**config.mk**
```make
export PLATFORM = sky130hd
export DESIGN_NAME = vrt_ctrl
export DESIGN_NICKNAME = d
export VERILOG_FILES = /design/src/hdl/vrt_pkg.sv /design/src/hdl/vrt_ctrl.sv
export SDC_FILE = /design/constraint.sdc
export NUM_CORES = 1
export LEC_CHECK = 0
export BUFFER_PORTS_ARGS = -buffer_cell sky130_fd_sc_hd__buf_4
export CAP_MARGIN = 30
export CORE_MARGIN = 3
export CORE_UTILIZATION = 34
export DETAILED_ROUTE_END_ITERATION = 10
export PLACE_DENSITY = 0.6
export SYNTH_ARGS = -nofsm -noshare
export SYNTH_HDL_FRONTEND = slang
export SYNTH_SLANG_ARGS = --single-unit
```
**constraint.sdc**
```tcl
create_clock -name clk -period 1.9 [get_ports clk]
set_input_delay 0.095 -clock clk [delete_from_list [all_inputs] [get_ports clk]]
set_output_delay 0.095 -clock clk [all_outputs]
set_load 0.005 [all_outputs]
```
**src/hdl/vrt_pkg.sv**
```systemverilog
`timescale 1ns / 1ps

package vrt_pkg;

	// Stream payload layout, lowest bit first.
	localparam int IN_W     = 160;
	localparam int OUT_W    = 32;
	localparam int CX_LSB   = 0;
	localparam int CY_LSB   = 6;
	localparam int CZ_LSB   = 12;
	localparam int CV_LSB   = 18;
	localparam int OX_LSB   = 26;
	localparam int OY_LSB   = 50;
	localparam int OZ_LSB   = 74;
	localparam int DX_LSB   = 98;
	localparam int DY_LSB   = 118;
	localparam int DZ_LSB   = 138;
	localparam int CELL_W   = 6;
	localparam int VAL_W    = 8;
	localparam int ORG_W    = 24;
	localparam int DIR_W    = 20;
	localparam int FRAC_W   = 16;

	// Configuration.
	localparam int MAXD_W = 23;
	localparam logic [MAXD_W-1:0] MAXD_RESET = 23'd524288;

	// Datapath widths.
	localparam int L2_W    = 40;
	localparam int V_W     = 64;
	localparam int LENS_W  = 32;
	localparam int REM_W   = 35;
	localparam int DIST_W  = 17;
	localparam int DVN_W   = 49;
	localparam int DVD_W   = 32;
	localparam int TW      = 39;
	localparam int CUR_W   = 11;
	localparam int NRM_W   = 2;
	localparam logic [TW-1:0] T_NEVER = '1;
	localparam logic [NRM_W-1:0] NRM_POS = 2'b01;
	localparam logic [NRM_W-1:0] NRM_NEG = 2'b11;

	// Sequencer counts.
	localparam logic [5:0] LEN_LAST  = 6'd2;
	localparam logic [5:0] ROOT_LAST = 6'd31;
	localparam logic [5:0] DIV_LAST  = 6'd48;
	localparam logic [2:0] SEL_LAST  = 3'd5;

	// Item kinds.
	localparam logic FUNC_WRITE = 1'b0;
	localparam logic FUNC_CAST  = 1'b1;

	typedef enum logic [3:0] {
		ST_CLEAR,
		ST_IDLE,
		ST_LEN,
		ST_LCHK,
		ST_ROOT,
		ST_DIVLD,
		ST_DIV,
		ST_DIVST,
		ST_WALK,
		ST_READ,
		ST_EVAL,
		ST_FIN
	} vrt_state_t;

	typedef struct packed {
		logic       load;
		logic       wr;
		logic       clr;
		logic       sq_acc;
		logic [1:0] axis;
		logic       kind_tdel;
		logic       sq_init;
		logic       sq_iter;
		logic       div_load;
		logic       div_iter;
		logic       div_store;
		logic       walk_init;
		logic       rd;
		logic       step;
		logic       mark_hit;
		logic       fin_load;
	} vrt_cmd_t;

	typedef struct packed {
		logic clr_done;
		logic l2_zero;
		logic maxd_zero;
		logic solid;
		logic go_on;
	} vrt_sts_t;

endpackage

```
**src/hdl/vrt_ctrl.sv**
```systemverilog
`timescale 1ns / 1ps

module vrt_ctrl (
	input  logic              clk,
	input  logic              arst_n,
	input  logic              s_tvalid,
	input  logic              s_func,
	output logic              s_tready,
	input  logic              m_tready,
	output logic              m_tvalid,
	input  vrt_pkg::vrt_sts_t sts,
	output vrt_pkg::vrt_cmd_t cmd
);

	import vrt_pkg::*;

	vrt_state_t state_q, state_d;
	logic [5:0] cnt_q, cnt_d;
	logic [2:0] sel_q, sel_d;
	logic       out_valid_q;

	// State, counters and the output valid flag.
	always_ff @(posedge clk or negedge arst_n) begin
		if (!arst_n) begin
			state_q     <= ST_CLEAR;
			cnt_q       <= '0;
			sel_q       <= '0;
			out_valid_q <= 1'b0;
		end else begin
			state_q <= state_d;
			cnt_q   <= cnt_d;
			sel_q   <= sel_d;
			if (cmd.fin_load) begin
				out_valid_q <= 1'b1;
			end else if (m_tready) begin
				out_valid_q <= 1'b0;
			end
		end
	end

	assign m_tvalid = out_valid_q;

	// Next state and datapath commands.
	always_comb begin
		state_d       = state_q;
		cnt_d         = cnt_q;
		sel_d         = sel_q;
		cmd           = '0;
		cmd.axis      = sel_q[2:1];
		cmd.kind_tdel = sel_q[0];
		s_tready      = 1'b0;
		unique case (state_q)
			ST_CLEAR: begin
				cmd.clr = !sts.clr_done;
				if (sts.clr_done) begin
					state_d = ST_IDLE;
				end
			end
			ST_IDLE: begin
				s_tready = 1'b1;
				if (s_tvalid) begin
					if (s_func == FUNC_CAST) begin
						cmd.load = 1'b1;
						cnt_d    = '0;
						state_d  = ST_LEN;
					end else begin
						cmd.wr = 1'b1;
					end
				end
			end
			ST_LEN: begin
				cmd.sq_acc = 1'b1;
				cmd.axis   = cnt_q[1:0];
				if (cnt_q == LEN_LAST) begin
					state_d = ST_LCHK;
				end else begin
					cnt_d = cnt_q + 1'b1;
				end
			end
			ST_LCHK: begin
				if (sts.l2_zero) begin
					state_d = ST_FIN;
				end else begin
					cmd.sq_init = 1'b1;
					cnt_d       = '0;
					state_d     = ST_ROOT;
				end
			end
			ST_ROOT: begin
				cmd.sq_iter = 1'b1;
				cnt_d       = cnt_q + 1'b1;
				if (cnt_q == ROOT_LAST) begin
					sel_d   = '0;
					state_d = ST_DIVLD;
				end
			end
			ST_DIVLD: begin
				cmd.div_load = 1'b1;
				cnt_d        = '0;
				state_d      = ST_DIV;
			end
			ST_DIV: begin
				cmd.div_iter = 1'b1;
				cnt_d        = cnt_q + 1'b1;
				if (cnt_q == DIV_LAST) begin
					state_d = ST_DIVST;
				end
			end
			ST_DIVST: begin
				cmd.div_store = 1'b1;
				if (sel_q == SEL_LAST) begin
					state_d = ST_WALK;
				end else begin
					sel_d   = sel_q + 1'b1;
					state_d = ST_DIVLD;
				end
			end
			ST_WALK: begin
				cmd.walk_init = 1'b1;
				state_d = sts.maxd_zero ? ST_FIN : ST_READ;
			end
			ST_READ: begin
				cmd.rd  = 1'b1;
				state_d = ST_EVAL;
			end
			ST_EVAL: begin
				if (sts.solid) begin
					cmd.mark_hit = 1'b1;
					state_d      = ST_FIN;
				end else begin
					cmd.step = 1'b1;
					state_d  = sts.go_on ? ST_READ : ST_FIN;
				end
			end
			ST_FIN: begin
				if (!out_valid_q || m_tready) begin
					cmd.fin_load = 1'b1;
					state_d      = ST_IDLE;
				end
			end
			default: begin
				state_d = ST_IDLE;
			end
		endcase
	end

endmodule

```
==> impl_metrics.env <==
export IMPL_critPathSlowestCell="sky130_fd_sc_hd__nor4b_1"
export IMPL_timing_final_crit_share_pct=94.1
export IMPL_route_detailed_vias_per_inst=5.33
export IMPL_die_area_sq_um=3940
export IMPL_fin_util_pct=47.9
export IMPL_overflow=0
export IMPL_timing_final_setup_violations=0
export IMPL_number_of_h_tree_branching_levels=1
export IMPL_outcome="finished, final reports clean"
export IMPL_cts_sinks=14
export IMPL_dr_pass1_iters=4
export IMPL_largest_net_degree_at_the_start_of_global_routing=15
export IMPL_tritoncts="yes"
export IMPL_start_util_pct=37.8
export IMPL_worst_slew_margin_rel_pct=64.0
export IMPL_vdd_ir_drop_max_uv=250
export IMPL_cts_root_buffer_cell="sky130_fd_sc_hd__clkbuf_4"
export IMPL_max_slew_worst_pin_slew_ns=0.536
export IMPL_filler_cell_count=301
export IMPL_cts_buffers=3
export IMPL_post_route_cells_drive_above_1_share_pct=31.4
export IMPL_syn_inst=125
export IMPL_antennaDiodeCount=0
export IMPL_postRouteWirelength_um=2790
export IMPL_num_vias=1055
export IMPL_required_arrival_time_at_the_worst_endpoint_ns=2.07
export IMPL_grt_use_total_pct=15.0
export IMPL_ys_flop_type="sky130_fd_sc_hd__dfrtp_1"
export IMPL_startpoint_type="flop"
export IMPL_rsz0062_at_grt="yes"
export IMPL_yosys_warnings=0
export IMPL_cts_max_path_buffers=2
export IMPL_critical_path_endpoint_type="flop"
export IMPL_whs_path_depth=3
export IMPL_power_leakage_nw=0.629
export IMPL_finish_net_count=173
export IMPL_hold_viol_final=0
export IMPL_distinct_cell_type_count_after_synthesis=46
export IMPL_crit_fanout=7
export IMPL_min_delay_path_class="in -> reg"
export IMPL_power_per_cell_area_nw_per_um2=358
export IMPL_worst_path_largest_cell_delay_ns=0.48
export IMPL_wl_per_cell_um=14.1
export IMPL_critical_path_cell_chain="nor2_2 > nor4b_1 > a211oi_2 > nand3b_1 > mux2_1"
export IMPL_post_route_drc_count=0
export IMPL_drv_cap=0
export IMPL_p_total_w=0.000497
export IMPL_post_cts_resize_count=0
export IMPL_area_growth_synth_to_final_pct=26.7
export IMPL_synthesis_nets=140
export IMPL_place_hpwl_um=2210
export IMPL_rows=19
export IMPL_post_synth_cell_area_avg_sq_um=8.77
export IMPL_cp_arrival_ns=1.96
export IMPL_r2r_setup_slack_ns=0.11
export IMPL_die_w_um=62.8
export IMPL_post_cts_setup_buffer_count=0
export IMPL_timing_final_max_slew_violations=0
export IMPL_timing_final_crit_period_ns=1.79
export IMPL_die_h_um=62.8
export IMPL_synth_seq_area_share_pct=32.0
export IMPL_global_route_wire_length_before_repair_um=4840
export IMPL_synth_enable_flop_cells=0
export IMPL_syn_cell_area_sq_um=1100
export IMPL_synthArstFlopShare_pct=100
export IMPL_drt_antenna_violating_nets=0
export IMPL_floorplan_io_pins=29
export IMPL_register_bit_count_reported_by_yosys=14
export IMPL_timing_clock_skew_ns=0.000410
export IMPL_cts_reportedPaths_clkPinSlew_ns=0.08
export IMPL_grt_antenna_before_repair=0
export IMPL_clk_insertion_delay_late_ns=0.28
export IMPL_portBuffers=28
export IMPL_max_freq_mhz=559
export IMPL_gpl_final_weighted_congestion=0.870
export IMPL_critPathKind="reg -> reg"
export IMPL_via_count_of_the_first_global_routing_pass=1062
export IMPL_drtIter0Drc=36
export IMPL_timing_reg2reg_worst_path_depth=5
export IMPL_coreArea_sq_um=2900
stage by stage:
stage / cells / setup WS (ns) / hold slack, ns / TNS [ns] / cell area (sq um)
2_1_floorplan: 125 / 0.262 / -0.201 / 0 / 1100
4_1_cts: 198 / 0.0935 / 0.171 / 0 / 1390
3_3_place_gp: 194 / 0.216 / -0.0404 / 0 / 1360
3_5_place_dp: 194 / 0.124 / -0.0356 / 0 / 1360
6_report: 198 / 0.111 / 0.191 / 0 / 1390
5_1_grt: 198 / -0.0155 / 0.187 / -0.0212 / 1390
area by class of cell:
| class | count | area, sq um | area share, % |
|---|---|---|---|
| multi-input cells | 96 | 668 | 48.1 |
| flip-flops and latches | 14 | 350 | 25.2 |
| clock buffers | 3 | 22.5 | 1.62 |
| repair buffers | 35 | 265 | 19.1 |
| inverters | 8 | 30.0 | 2.16 |
| well taps | 42 | 52.6 | 3.78 |
logic make-up after synthesis:
family / synth area share (%)
flops: 32.0
simple gates: 26.9
buf+inv: 7.08
xor+xnor: 3.20
mux: 3.88
fa+ha+maj: 5.71
compound gates: 21.2
worst paths after layout:
check                                 from    endpoint
worst max-delay path            state_q[3]  state_q[1]
worst min-delay path              m_tready    m_tvalid
worst max register to register  state_q[3]  state_q[1]
worst min register to register    sel_q[0]    sel_q[0]
max in group asynchronous           arst_n    cnt_q[1]
min in group asynchronous           arst_n    cnt_q[0]
cell usage after synthesis (2+ instances only):
cell type | number | share of area, %
sky130_fd_sc_hd__a211oi_1 | 4 | 2.7
sky130_fd_sc_hd__a21boi_0 | 2 | 1.4
sky130_fd_sc_hd__a21oi_1 | 5 | 2.3
sky130_fd_sc_hd__a31o_2 | 2 | 1.6
sky130_fd_sc_hd__a31oi_1 | 2 | 1.1
sky130_fd_sc_hd__and2_1 | 3 | 1.7
sky130_fd_sc_hd__buf_2 | 2 | 0.91
sky130_fd_sc_hd__buf_4 | 3 | 2.1
sky130_fd_sc_hd__dfrtp_1 | 14 | 32
sky130_fd_sc_hd__ha_1 | 5 | 5.7
sky130_fd_sc_hd__inv_1 | 7 | 2.4
sky130_fd_sc_hd__mux2_1 | 2 | 2.1
sky130_fd_sc_hd__mux2i_1 | 2 | 1.8
sky130_fd_sc_hd__nand2_1 | 6 | 2.1
sky130_fd_sc_hd__nand2b_1 | 4 | 2.3
sky130_fd_sc_hd__nand3_1 | 6 | 2.7
sky130_fd_sc_hd__nand3b_1 | 2 | 1.4
sky130_fd_sc_hd__nor2_1 | 11 | 3.8
sky130_fd_sc_hd__nor3_1 | 6 | 2.7
sky130_fd_sc_hd__nor3b_1 | 2 | 1.4
sky130_fd_sc_hd__nor4_1 | 2 | 1.1
sky130_fd_sc_hd__o21ai_0 | 6 | 2.7
sky130_fd_sc_hd__xnor2_1 | 4 | 3.2
critical path, delay by kind of cell, from the launching register on:
family          cells  cell delay (ns)
compound gates      1             0.06
flops               1             0.46
mux                 1             0.32
simple gates        3             0.84
sequential cells by signal (all words and copies together) (netlist names):
| register | cells |
|---|---|
| cnt_q | 6 |
| m_tvalid | 1 |
| sel_q | 3 |
| state_q | 4 |
cell usage in the layout (no fill, tap or decap), types with 2 or more instances in the layout:
| master | Yosys | routed |
|---|---|---|
| sky130_fd_sc_hd__buf_4 | 3 | 34 |
| sky130_fd_sc_hd__dfrtp_1 | 14 | 14 |
| sky130_fd_sc_hd__nor2_1 | 11 | 11 |
| sky130_fd_sc_hd__inv_1 | 7 | 7 |
| sky130_fd_sc_hd__nor3_1 | 6 | 6 |
| sky130_fd_sc_hd__nand2_1 | 6 | 6 |
| sky130_fd_sc_hd__o21ai_0 | 6 | 6 |
| sky130_fd_sc_hd__nand3_1 | 6 | 6 |
| sky130_fd_sc_hd__a21oi_1 | 5 | 5 |
| sky130_fd_sc_hd__ha_1 | 5 | 5 |
| sky130_fd_sc_hd__nand2b_1 | 4 | 4 |
| sky130_fd_sc_hd__a211oi_1 | 4 | 4 |
| sky130_fd_sc_hd__xnor2_1 | 4 | 4 |
| sky130_fd_sc_hd__and2_1 | 3 | 3 |
| sky130_fd_sc_hd__clkbuf_4 | 0 | 3 |
| sky130_fd_sc_hd__nor3b_1 | 2 | 2 |
| sky130_fd_sc_hd__nor4_1 | 2 | 2 |
| sky130_fd_sc_hd__a31oi_1 | 2 | 2 |
| sky130_fd_sc_hd__a31o_2 | 2 | 2 |
| sky130_fd_sc_hd__nand3b_1 | 2 | 2 |
| sky130_fd_sc_hd__mux2i_1 | 2 | 2 |
| sky130_fd_sc_hd__a21boi_0 | 2 | 2 |
| sky130_fd_sc_hd__mux2_1 | 2 | 2 |
routing by layer:
metal	share of wire (%)	wire length (um)	GRT usage [%]	vias up
li1	-	-	-	523
met1	47	1320	19.9	492
met2	46	1280	23.6	34
met3	5.4	150	3.60	6
met4	1.6	44	5.79	0
met5	0	0	0	-
where the power goes:
part | total (W) | internal (W) | leakage [nW] | switching (W)
Combinational | 0.0000280 | 0.0000143 | 0.444 | 0.0000137
Sequential | 0.000298 | 0.000298 | 0.171 | 0.0000000000000000000462
Clock | 0.000171 | 0.0000735 | 0.0138 | 0.0000975
Total | 0.000497 | 0.000385 | 0.629 | 0.000111
timing repair:
| item | CTS | global route |
|---|---|---|
| hold buffers | 1 | 0 |
| hold endpoints to repair | 14 | 0 |
| setup endpoints to repair | 0 | 2 |
Power figures use the tool's default switching activity.
